===== src/sha256_stream_hasher_unit_macros.svh =====
// Assertion helpers shared by the hasher modules.
`ifndef SHA256_STREAM_HASHER_UNIT_MACROS_SVH
`define SHA256_STREAM_HASHER_UNIT_MACROS_SVH

// Implication check, sampled on the rising clock, off during reset.
`define SHS_ASSERT_IMPL(label, ante, cons, msg) \
  label: assert property (@(posedge clk_i) disable iff (!rst_ni) (ante) |-> (cons)) \
    else $error(msg);

// Next-cycle check, sampled on the rising clock, off during reset.
`define SHS_ASSERT_NEXT(label, ante, cons, msg) \
  label: assert property (@(posedge clk_i) disable iff (!rst_ni) (ante) |=> (cons)) \
    else $error(msg);

`endif


===== src/shs_pkg.sv =====
package shs_pkg;

  // Depth of the queue between the front and the back part.
  localparam int unsigned QueueDepth = 2;

  typedef enum logic [0:0] {
    OP_ABSORB = 1'b0,
    OP_FINISH = 1'b1
  } op_e;

  // One classified item handed from the front to the back part.
  typedef struct packed {
    logic       finish;
    logic [7:0] data;
  } item_t;

  typedef logic [31:0] word_t;

  localparam logic [7:0] PadByte = 8'h80;

  function automatic word_t init_h(input logic [2:0] idx);
    word_t r;
    r = 32'h0;
    unique case (idx)
      3'd0: r = 32'h6a09e667;
      3'd1: r = 32'hbb67ae85;
      3'd2: r = 32'h3c6ef372;
      3'd3: r = 32'ha54ff53a;
      3'd4: r = 32'h510e527f;
      3'd5: r = 32'h9b05688c;
      3'd6: r = 32'h1f83d9ab;
      3'd7: r = 32'h5be0cd19;
      default: r = 32'h0;
    endcase
    return r;
  endfunction

  function automatic word_t round_k(input logic [5:0] t);
    word_t r;
    r = 32'h0;
    unique case (t)
      6'd0: r = 32'h428a2f98;  6'd1: r = 32'h71374491;  6'd2: r = 32'hb5c0fbcf;
      6'd3: r = 32'he9b5dba5;  6'd4: r = 32'h3956c25b;  6'd5: r = 32'h59f111f1;
      6'd6: r = 32'h923f82a4;  6'd7: r = 32'hab1c5ed5;  6'd8: r = 32'hd807aa98;
      6'd9: r = 32'h12835b01;  6'd10: r = 32'h243185be; 6'd11: r = 32'h550c7dc3;
      6'd12: r = 32'h72be5d74; 6'd13: r = 32'h80deb1fe; 6'd14: r = 32'h9bdc06a7;
      6'd15: r = 32'hc19bf174; 6'd16: r = 32'he49b69c1; 6'd17: r = 32'hefbe4786;
      6'd18: r = 32'h0fc19dc6; 6'd19: r = 32'h240ca1cc; 6'd20: r = 32'h2de92c6f;
      6'd21: r = 32'h4a7484aa; 6'd22: r = 32'h5cb0a9dc; 6'd23: r = 32'h76f988da;
      6'd24: r = 32'h983e5152; 6'd25: r = 32'ha831c66d; 6'd26: r = 32'hb00327c8;
      6'd27: r = 32'hbf597fc7; 6'd28: r = 32'hc6e00bf3; 6'd29: r = 32'hd5a79147;
      6'd30: r = 32'h06ca6351; 6'd31: r = 32'h14292967; 6'd32: r = 32'h27b70a85;
      6'd33: r = 32'h2e1b2138; 6'd34: r = 32'h4d2c6dfc; 6'd35: r = 32'h53380d13;
      6'd36: r = 32'h650a7354; 6'd37: r = 32'h766a0abb; 6'd38: r = 32'h81c2c92e;
      6'd39: r = 32'h92722c85; 6'd40: r = 32'ha2bfe8a1; 6'd41: r = 32'ha81a664b;
      6'd42: r = 32'hc24b8b70; 6'd43: r = 32'hc76c51a3; 6'd44: r = 32'hd192e819;
      6'd45: r = 32'hd6990624; 6'd46: r = 32'hf40e3585; 6'd47: r = 32'h106aa070;
      6'd48: r = 32'h19a4c116; 6'd49: r = 32'h1e376c08; 6'd50: r = 32'h2748774c;
      6'd51: r = 32'h34b0bcb5; 6'd52: r = 32'h391c0cb3; 6'd53: r = 32'h4ed8aa4a;
      6'd54: r = 32'h5b9cca4f; 6'd55: r = 32'h682e6ff3; 6'd56: r = 32'h748f82ee;
      6'd57: r = 32'h78a5636f; 6'd58: r = 32'h84c87814; 6'd59: r = 32'h8cc70208;
      6'd60: r = 32'h90befffa; 6'd61: r = 32'ha4506ceb; 6'd62: r = 32'hbef9a3f7;
      6'd63: r = 32'hc67178f2;
      default: r = 32'h0;
    endcase
    return r;
  endfunction

endpackage


===== src/shs_front.sv =====
// Front part: accepts stream items, classifies them and queues them.
`include "sha256_stream_hasher_unit_macros.svh"

module shs_front #(
  parameter int unsigned Depth = shs_pkg::QueueDepth
) (
  input  logic            clk_i,
  input  logic            rst_ni,
  input  logic            in_valid_i,
  output logic            in_ready_o,
  input  logic [7:0]      in_data_i,
  input  logic            in_op_i,
  output logic            q_valid_o,
  input  logic            q_ready_i,
  output shs_pkg::item_t  q_item_o
);

  localparam int unsigned IdxW = (Depth > 1) ? $clog2(Depth) : 1;
  localparam int unsigned CntW = $clog2(Depth + 1);

  shs_pkg::item_t      mem_q [Depth];
  logic [IdxW-1:0]     wr_q, wr_d, rd_q, rd_d;
  logic [CntW-1:0]     cnt_q, cnt_d;
  logic                push, pop;

  assign in_ready_o = (cnt_q != CntW'(Depth));
  assign q_valid_o  = (cnt_q != '0);
  assign push       = in_valid_i & in_ready_o;
  assign pop        = q_valid_o & q_ready_i;
  assign q_item_o   = mem_q[rd_q];

  // Pointer and count update with wrap at the queue depth.
  always_comb begin
    wr_d  = wr_q;
    rd_d  = rd_q;
    cnt_d = cnt_q;
    if (push) begin
      wr_d = (wr_q == IdxW'(Depth - 1)) ? '0 : wr_q + 1'b1;
    end
    if (pop) begin
      rd_d = (rd_q == IdxW'(Depth - 1)) ? '0 : rd_q + 1'b1;
    end
    if (push && !pop) begin
      cnt_d = cnt_q + 1'b1;
    end else if (pop && !push) begin
      cnt_d = cnt_q - 1'b1;
    end
  end

  always_ff @(posedge clk_i or negedge rst_ni) begin
    if (!rst_ni) begin
      wr_q  <= '0;
      rd_q  <= '0;
      cnt_q <= '0;
    end else begin
      wr_q  <= wr_d;
      rd_q  <= rd_d;
      cnt_q <= cnt_d;
    end
  end

  // Classified item storage.
  always_ff @(posedge clk_i) begin
    if (push) begin
      mem_q[wr_q].finish <= (in_op_i == shs_pkg::OP_FINISH);
      mem_q[wr_q].data   <= in_data_i;
    end
  end

  `SHS_ASSERT_IMPL(a_cnt_range, 1'b1, cnt_q <= CntW'(Depth), "queue count out of range")
  `SHS_ASSERT_NEXT(a_push_grows, push && !pop, cnt_q == $past(cnt_q) + 1'b1, "push lost")

endmodule


===== src/shs_back.sv =====
// Back part: fills the block, runs the rounds, pads and emits the digest.
`include "sha256_stream_hasher_unit_macros.svh"

module shs_back (
  input  logic            clk_i,
  input  logic            rst_ni,
  input  logic            q_valid_i,
  output logic            q_ready_o,
  input  shs_pkg::item_t  q_item_i,
  output logic            out_valid_o,
  input  logic            out_ready_i,
  output logic [31:0]     out_word_o,
  output logic [2:0]      out_index_o,
  output logic            out_last_o
);

  typedef enum logic [5:0] {
    ST_IDLE  = 6'b000001,
    ST_PAD   = 6'b000010,
    ST_ROUND = 6'b000100,
    ST_ADD   = 6'b001000,
    ST_EMIT  = 6'b010000,
    ST_LEN   = 6'b100000
  } state_e;

  state_e           state_q, state_d;
  logic [31:0]      w_q [16];
  logic [31:0]      h_q [8];
  logic [31:0]      v_q [8];
  logic [5:0]       fill_q;
  logic [63:0]      bits_q;
  logic [5:0]       rnd_q;
  logic             fin_q;      // finish in progress
  logic             lenblk_q;   // next compression is the length block
  logic [2:0]       idx_q;
  logic             ovalid_q;

  // Byte write lane into the 16-word schedule window.
  function automatic logic [31:0] put_byte(input logic [31:0] w, input logic [1:0] lane,
                                           input logic [7:0] b);
    logic [31:0] r;
    r = w;
    unique case (lane)
      2'd0: r[31:24] = b;
      2'd1: r[23:16] = b;
      2'd2: r[15:8]  = b;
      2'd3: r[7:0]   = b;
      default: r = w;
    endcase
    return r;
  endfunction

  // Round datapath.
  logic [31:0] wt, s0, s1, wnew, big1, ch, t1, big0, maj, t2;
  always_comb begin
    wt   = w_q[0];
    s0   = {w_q[1][6:0], w_q[1][31:7]} ^ {w_q[1][17:0], w_q[1][31:18]} ^ (w_q[1] >> 3);
    s1   = {w_q[14][16:0], w_q[14][31:17]} ^ {w_q[14][18:0], w_q[14][31:19]}
         ^ (w_q[14] >> 10);
    wnew = s1 + w_q[9] + s0 + w_q[0];
    big1 = {v_q[4][5:0], v_q[4][31:6]} ^ {v_q[4][10:0], v_q[4][31:11]}
         ^ {v_q[4][24:0], v_q[4][31:25]};
    ch   = (v_q[4] & v_q[5]) ^ (~v_q[4] & v_q[6]);
    t1   = v_q[7] + big1 + ch + shs_pkg::round_k(rnd_q) + wt;
    big0 = {v_q[0][1:0], v_q[0][31:2]} ^ {v_q[0][12:0], v_q[0][31:13]}
         ^ {v_q[0][21:0], v_q[0][31:22]};
    maj  = (v_q[0] & v_q[1]) ^ (v_q[0] & v_q[2]) ^ (v_q[1] & v_q[2]);
    t2   = big0 + maj;
  end

  assign q_ready_o   = (state_q == ST_IDLE);
  assign out_valid_o = ovalid_q;
  assign out_word_o  = h_q[idx_q];
  assign out_index_o = idx_q;
  assign out_last_o  = (idx_q == 3'd7);

  // Sequencer.
  always_comb begin
    state_d = state_q;
    unique case (state_q)
      ST_IDLE: begin
        if (q_valid_i) begin
          // A byte or marker in the last slot fills the block.
          if (fill_q == 6'd63) begin
            state_d = ST_ROUND;
          end else if (q_item_i.finish) begin
            state_d = (fill_q == 6'd55) ? ST_LEN : ST_PAD;
          end
        end
      end
      ST_PAD: begin
        if (fill_q == 6'd63) begin
          state_d = ST_ROUND;
        end else if (fill_q == 6'd55 && lenblk_q) begin
          state_d = ST_LEN;
        end
      end
      ST_LEN:   state_d = ST_ROUND;
      ST_ROUND: if (rnd_q == 6'd63) state_d = ST_ADD;
      ST_ADD:   state_d = fin_q ? (lenblk_q ? ST_EMIT : ST_PAD) : ST_IDLE;
      ST_EMIT:  if (out_ready_i && idx_q == 3'd7) state_d = ST_IDLE;
      default:  state_d = ST_IDLE;
    endcase
  end

  always_ff @(posedge clk_i or negedge rst_ni) begin
    if (!rst_ni) begin
      state_q  <= ST_IDLE;
      fill_q   <= '0;
      bits_q   <= '0;
      rnd_q    <= '0;
      fin_q    <= 1'b0;
      lenblk_q <= 1'b0;
      idx_q    <= '0;
      ovalid_q <= 1'b0;
      for (int i = 0; i < 8; i++) begin
        h_q[i] <= shs_pkg::init_h(3'(i));
      end
    end else begin
      state_q <= state_d;
      unique case (state_q)
        ST_IDLE: begin
          if (q_valid_i) begin
            // Both the message byte and the marker byte take one slot.
            fill_q <= fill_q + 1'b1;
            if (q_item_i.finish) begin
              fin_q    <= 1'b1;
              lenblk_q <= (fill_q < 6'd56);
            end else begin
              bits_q <= bits_q + 64'd8;
            end
          end
        end
        ST_PAD: begin
          fill_q <= fill_q + 1'b1;
        end
        ST_LEN: begin
          fill_q <= '0;
        end
        ST_ROUND: begin
          rnd_q <= rnd_q + 1'b1;
        end
        ST_ADD: begin
          for (int i = 0; i < 8; i++) begin
            h_q[i] <= h_q[i] + v_q[i];
          end
          lenblk_q <= 1'b1;
          ovalid_q <= fin_q & lenblk_q;
        end
        ST_EMIT: begin
          if (out_ready_i) begin
            idx_q <= idx_q + 1'b1;
            if (idx_q == 3'd7) begin
              ovalid_q <= 1'b0;
              fin_q    <= 1'b0;
              lenblk_q <= 1'b0;
              fill_q   <= '0;
              bits_q   <= '0;
              for (int i = 0; i < 8; i++) begin
                h_q[i] <= shs_pkg::init_h(3'(i));
              end
            end
          end
        end
        default: ;
      endcase
    end
  end

  // Schedule window and working variables.
  always_ff @(posedge clk_i) begin
    unique case (state_q)
      ST_IDLE: begin
        if (q_valid_i) begin
          w_q[fill_q[5:2]] <= put_byte(w_q[fill_q[5:2]], fill_q[1:0],
                                       q_item_i.finish ? shs_pkg::PadByte : q_item_i.data);
        end
      end
      ST_PAD: begin
        // After the marker byte only zeros follow until the length field.
        w_q[fill_q[5:2]] <= put_byte(w_q[fill_q[5:2]], fill_q[1:0], 8'h00);
      end
      ST_LEN: begin
        w_q[14] <= bits_q[63:32];
        w_q[15] <= bits_q[31:0];
      end
      ST_ROUND: begin
        for (int i = 0; i < 15; i++) begin
          w_q[i] <= w_q[i+1];
        end
        w_q[15] <= wnew;
        v_q[7] <= v_q[6]; v_q[6] <= v_q[5]; v_q[5] <= v_q[4]; v_q[4] <= v_q[3] + t1;
        v_q[3] <= v_q[2]; v_q[2] <= v_q[1]; v_q[1] <= v_q[0]; v_q[0] <= t1 + t2;
      end
      default: ;
    endcase
    if (state_d == ST_ROUND && state_q != ST_ROUND) begin
      for (int i = 0; i < 8; i++) begin
        v_q[i] <= h_q[i];
      end
    end
  end

  `SHS_ASSERT_IMPL(a_emit_valid, state_q == ST_EMIT, ovalid_q, "emit without valid")
  `SHS_ASSERT_IMPL(a_busy_blocks, state_q != ST_IDLE, !q_ready_o, "accepts while busy")
  `SHS_ASSERT_NEXT(a_round_step, state_q == ST_ROUND && rnd_q != 6'd63,
                   state_q == ST_ROUND, "round sequence broken")

endmodule


===== src/sha256_stream_hasher_unit.sv =====
// SHA-256 stream hasher.
// Input channel s_axis: one transfer per item. tuser is the operation (0 absorb
// a byte, 1 finish); tdata holds the message byte, ignored on finish.
// Output channel m_axis: eight transfers per finish, digest words first word
// first; tuser carries the word index and tlast marks the eighth word.
// An absorb writes its byte in the back part; every 64th byte starts a
// compression of the block followed by the hash update, during which the back
// part takes no new byte. A finish writes the marker, pads byte by byte up to
// the length field (and adds a second block when fewer than nine bytes are
// free), compresses, then offers the digest words one per cycle while the
// receiver is ready.
// A two-entry queue in front lets the sender run ahead of the back part.
// Reset loads the initial hash values, clears the byte count and bit length.
// When the receiver stalls, the current word holds and the back part waits;
// the queue keeps accepting until it is full. After the last word the state
// returns to its reset values for the next message.
module sha256_stream_hasher_unit #(
  parameter int unsigned QueueDepth = shs_pkg::QueueDepth
) (
  input  logic        clk_i,
  input  logic        rst_ni,
  input  logic        s_axis_tvalid,
  output logic        s_axis_tready,
  input  logic [7:0]  s_axis_tdata,   // [7:0] data_byte
  input  logic        s_axis_tuser,   // [0] operation
  output logic        m_axis_tvalid,
  input  logic        m_axis_tready,
  output logic [31:0] m_axis_tdata,   // [31:0] digest_word
  output logic [2:0]  m_axis_tuser,   // [2:0] word_index
  output logic        m_axis_tlast    // last
);

  logic           q_valid, q_ready;
  shs_pkg::item_t q_item;

  shs_front #(.Depth(QueueDepth)) u_front (
    .clk_i, .rst_ni,
    .in_valid_i(s_axis_tvalid), .in_ready_o(s_axis_tready),
    .in_data_i(s_axis_tdata), .in_op_i(s_axis_tuser),
    .q_valid_o(q_valid), .q_ready_i(q_ready), .q_item_o(q_item)
  );

  shs_back u_back (
    .clk_i, .rst_ni,
    .q_valid_i(q_valid), .q_ready_o(q_ready), .q_item_i(q_item),
    .out_valid_o(m_axis_tvalid), .out_ready_i(m_axis_tready),
    .out_word_o(m_axis_tdata), .out_index_o(m_axis_tuser), .out_last_o(m_axis_tlast)
  );

endmodule


===== config.mk =====
export PLATFORM = sky130hd
export DESIGN_NAME = sha256_stream_hasher_unit
export DESIGN_NICKNAME = d
export VERILOG_FILES = /design/src/shs_pkg.sv /design/src/shs_front.sv /design/src/shs_back.sv /design/src/sha256_stream_hasher_unit.sv
export VERILOG_INCLUDE_DIRS = /design/src /design/src/src
export SDC_FILE = /design/constraint.sdc
export NUM_CORES = 2
export LEC_CHECK = 0
export BUFFER_PORTS_ARGS = -buffer_cell sky130_fd_sc_hd__buf_2
export CORE_MARGIN = 2
export CORE_UTILIZATION = 55
export DETAILED_ROUTE_END_ITERATION = 6
export MAX_ROUTING_LAYER = met4
export PLACE_DENSITY = 0.73
export SLEW_MARGIN = 20
export SYNTH_ARGS = -nofsm -noshare
export SYNTH_HDL_FRONTEND = slang
export SYNTH_HIERARCHICAL = 1
export SYNTH_SLANG_ARGS = --single-unit

===== constraint.sdc =====
create_clock -name clk_i -period 9.7 [get_ports clk_i]
set_input_delay 2.425 -clock clk_i [delete_from_list [all_inputs] [get_ports clk_i]]
set_output_delay 2.425 -clock clk_i [all_outputs]
set_load 0.02 [all_outputs]

==> run metrics, run 1 <==
XOR/XNOR Fraction of Synth Area about 7.4%; CTS buffer count approximately 130; row count roughly 140; Post-synth top flop edfxtp_1; CTS hold repair buffers 0; most common cell in the netlist nand2_1; synthesized area per cell ~10 µm²; worst ep type register data pin; ys async rst share around 31%; Total GRT Usage ~37%; H-tree Lvls 4; GRT overflow 0; adder-cell share of the synthesized area around an eighth; Yosys Warn Count 6; outcome stopped before the end; Syn Inst Count 7427; Yosys top cell area share between 30% and 40%; simple-gate share of the synthesized area between 10 and 15%; mapped cell area approximately 75000 µm²; dpl hpwl 186000 µm; vias in the first global route a little under 60000; syn_nets around 8000; proportion of synthesized area in mux cells around 3.5%; pin count of the biggest net entering global routing 243; clk buf depth 3; Die W roughly 370 µm; Err [ERROR DRT-0255] Maze Route cannot find path of net m_axis_tdata[28] in worker of routeBox ( 338100 193200 ) ( 373220 241500 ).; root buffer cell clkbuf_16; Clock Sinks approximately 1100; Die H approximately 370 µm; routability cong. 1.04; main combinational cell family by area after synthesis compound AO/OA/AOI/OAI gates; initial antenna violation count 7; Distinct cells, synth 93; Synth Register Bits roughly 1100; first-pass GRT wire length approximately 370000 µm; io pins 51; dominant cell type by area after synthesis edfxtp_1; sequential share of the synthesized area 43.2%; Synth area leaders edfxtp_1, dfrtp_1, ha_1; # port buffers 50; Synth Area in Compound Gates 18.2%; Failed at detailed routing; initial core utilization 55.3%; Post-synth top cells nand2_1, edfxtp_1, a21o_1, o21ai_0, a21oi_1; Post-synth EDFFs ~790; GRT worst endpoint u_back/v_q[0][30]$_DFFE_PP_/D
[what timing repair did]
action,in CTS,in global routing
endpoints found under the setup margin,0,7
resized for setup,0,15
setup buffers,0,2
endpoints found under the hold margin,0,0
[routing by layer]
metal	track usage [%]
met3	5.21
met4	24.9
met2	57.1
met1	44.6
met5	-
[cell families after synthesis]
kind of cell               Yosys count
AOI/OAI and AO/OA                 2135
xor gates and xnor gates           633
adders and majority gates          596
buffers and inverters              749
DFF                               1131
muxes                              159
and+or+nand+nor                   2024
[per-stage QoR]
stage | setup slack [ps] | area (µm²) | utilization [%] | cells | hold WS, ps
after detailed placement | 86.7 | 77200 | 57.0 | 8986 | 463
after floorplan | 523 | 75000 | - | 7427 | 461
after global routing | 31.7 | 81700 | 60.3 | 9234 | 522
after global placement | 69.2 | 77200 | 57.0 | 8986 | 470
after CTS | 12.0 | 81600 | 60.2 | 9227 | 476
==> run 2, diff against run 1 <==
Settings changed: CORE_UTILIZATION 55 to 40, MAX_ROUTING_LAYER met4 to not set, PLACE_DENSITY 0.73 to not set, PLACE_DENSITY_LB_ADDON set to 0.15.
Clock period 9.7 ns to 12.6 ns, I/O delays scaled along.
==> run 2 against run 1 <==
The flow now finishes without violations. Area after synthesis did not move. Synthesized cell count is the same. Global-route usage fell by 10 points.
==> run metrics, run 2 <==
final setup TNS 0 ps; dpl hpwl between 150000 and 200000 µm; Synth area leaders edfxtp_1, dfrtp_1, ha_1; WL final between 200000 and 300000 µm; Yosys top cell area share a little under a third; adder-cell share of the synthesized area 11.9%; main combinational cell family by area after synthesis compound AO/OA/AOI/OAI gates; mapped cell area roughly 75000 µm²; Max Freq 92.9 MHz; fin worst setup slack around 1800 ps; Synth Area in Compound Gates 18.2%; critical path type flop to flop; most frequent cells in the layout nand2_1, edfxtp_1, a21o_1; DP Worst Slack between 2000 and 2500 ps; Pre-Repair DR Iteration Count 6; Synth Register Bits approximately 1100; actual slew at the worst max-slew pin approximately 1100 ps; Biggest register u_back/w_q; # port buffers 50; H-tree Lvls 4; synthesized area per cell ~10 µm²; DRC Markers 0; relative slew slack 24.9%; layout cells sized above 1 about a tenth; vias in the first global route about 56000; Die W roughly 440 µm; met3 wire len around 14000 µm; CTS tree built; WL met2 121000 µm; root buffer cell clkbuf_16; largest registers u_back/w_q: 512 flops, u_back/h_q: 256 flops, u_back/v_q: 256 flops; clk buf depth 3; first-pass GRT wire length 378000 µm; Core Area about 190000 µm²; RSZ-0062 raised after global routing no; routability cong. just under 1; io pins slightly above 50; Clk Latency, worst-skew pair 800 ps; Post-synth top flop edfxtp_1; hold crit path type flop to flop; pin count of the biggest net entering global routing roughly 180; CP Capture Type flop; Final setup viols 0; Crit path largest cell delay 880 ps; GRT overflow 0; initial core utilization roughly 40%; Die H roughly 440 µm; CP Launch Type flop; ys async rst share 30.5%; DR vias/cell slightly below 6; CP dominant cell by count inv_1; Post-CTS Resized 0; postcts setup bufs 0; DR top layer met5; Clock Sinks 1131; Routed wire per std cell 26.0 µm; XOR/XNOR Fraction of Synth Area 7.39%; Yosys Warn Count 6; period utilization 85.5%; Placed Instances ~9600; row count about 160; most common cell in the netlist nand2_1; antenna-violating nets left 0; outcome completed; max_cap viols 0; largest fanout on the critical path 13; CTS buffer count about 130; die area between 150000 and 200000 µm²; crit path DAT around 11000 ps; sequential share of the synthesized area between 40% and 50%; Detailed Route Iter0 Violations around 5000; syn_nets around 8000; Total GRT Usage a little over a quarter; commonest non-fill, non-tap cell in the layout nand2_1; Post-synth EDFFs roughly 790; Distinct cells, synth 93; CTS hold repair buffers 0; Reg clk slew, reported paths 60 ps; Tmin final about 11000 ps; proportion of synthesized area in mux cells under 10%; Final Slew Violations 0; Hold Fails Final Rpt 0; wl on met1 110000 µm; nets 7908; area grow syn2layout 9.46%; Post-synth top cells nand2_1, edfxtp_1, a21o_1, o21ai_0, a21oi_1; initial antenna violation count 4; max reg flops about 500; slowest stage cell, crit path a2111oi_0; fin cells between 9000 and 10000; final clock skew 27.5 ps; Syn Inst Count roughly 7400; Critical Path RT 13220 ps; via count about 57000; dominant cell type by area after synthesis edfxtp_1; simple-gate share of the synthesized area approximately 12%
## run 2: cell counts after synthesis
Identical to the previous run, type by type.
## run 2: final timing paths
check,start,slack [ps],endpoint,cells after the start
min,u_back/out_valid_o,470,u_back/out_valid_o,2
min reg2reg,u_back/out_valid_o,470,u_back/out_valid_o,2
max in group asynchronous,rst_ni,7980,u_back/rnd_q[3],3
min in group asynchronous,rst_ni,2360,u_back/h_q[183],1
max,u_back/rnd_q[0],1830,u_back/v_q[0][30],35
max reg2reg,u_back/rnd_q[0],1830,u_back/v_q[0][30],35
## run 2: final cells by class
cell class | count | area (µm²)
fillers | 17700 | 104000
well taps | 2480 | 3100
flip-flops and latches | 1131 | 32400
multi-input cells | 5547 | 39800
clock buffers | 195 | 3770
diodes | 3 | 7.51
repair buffers | 168 | 1210
inverters | 320 | 1200
clock inverters | 51 | 508
## run 2: per-stage QoR
stage	utilization (%)	hold WS [ps]	cell area [µm²]
after floorplan	-	461	75000
after global placement	41.8	469	77700
after detailed placement	41.9	465	77800
after CTS	44.2	480	82100
after global routing	44.2	510	82100
final	44.2	473	82100
## run 2: worst max-delay path, delay by kind of cell, from the launching register on
| family | cells | cell delay (ps) |
|---|---|---|
| mux | 1 | 500 |
| xor+xnor | 1 | 230 |
| buf+inv | 5 | 760 |
| compound gates | 14 | 3930 |
| fa+ha+maj | 6 | 2710 |
| simple gates | 8 | 1840 |
| flops | 1 | 610 |
## run 2: logic make-up (layout without fill, tap and decap cells)
kind of cell             after synthesis  in the layout
other                                  0              3
flip-flops                          1131           1131
AO/OA/AOI/OAI                       2135           2135
adder cells (fa/ha/maj)              596            596
multiplexers                         159            159
buffers and inverters                749            734
AND/OR/NAND/NOR                     2024           2024
XOR/XNOR                             633            633
## run 2: routing by layer
| layer | up-vias | track usage (%) |
|---|---|---|
| met5 | - | 0 |
| met3 | 438 | 3.20 |
| met1 | 28600 | 35.5 |
| met4 | 2 | 11.7 |
| li1 | 26300 | - |
| met2 | 1907 | 43.1 |
Power of run 2 is not shown: default switching activity piles up to over one toggle a cycle in this logic, so the estimate is an artifact.
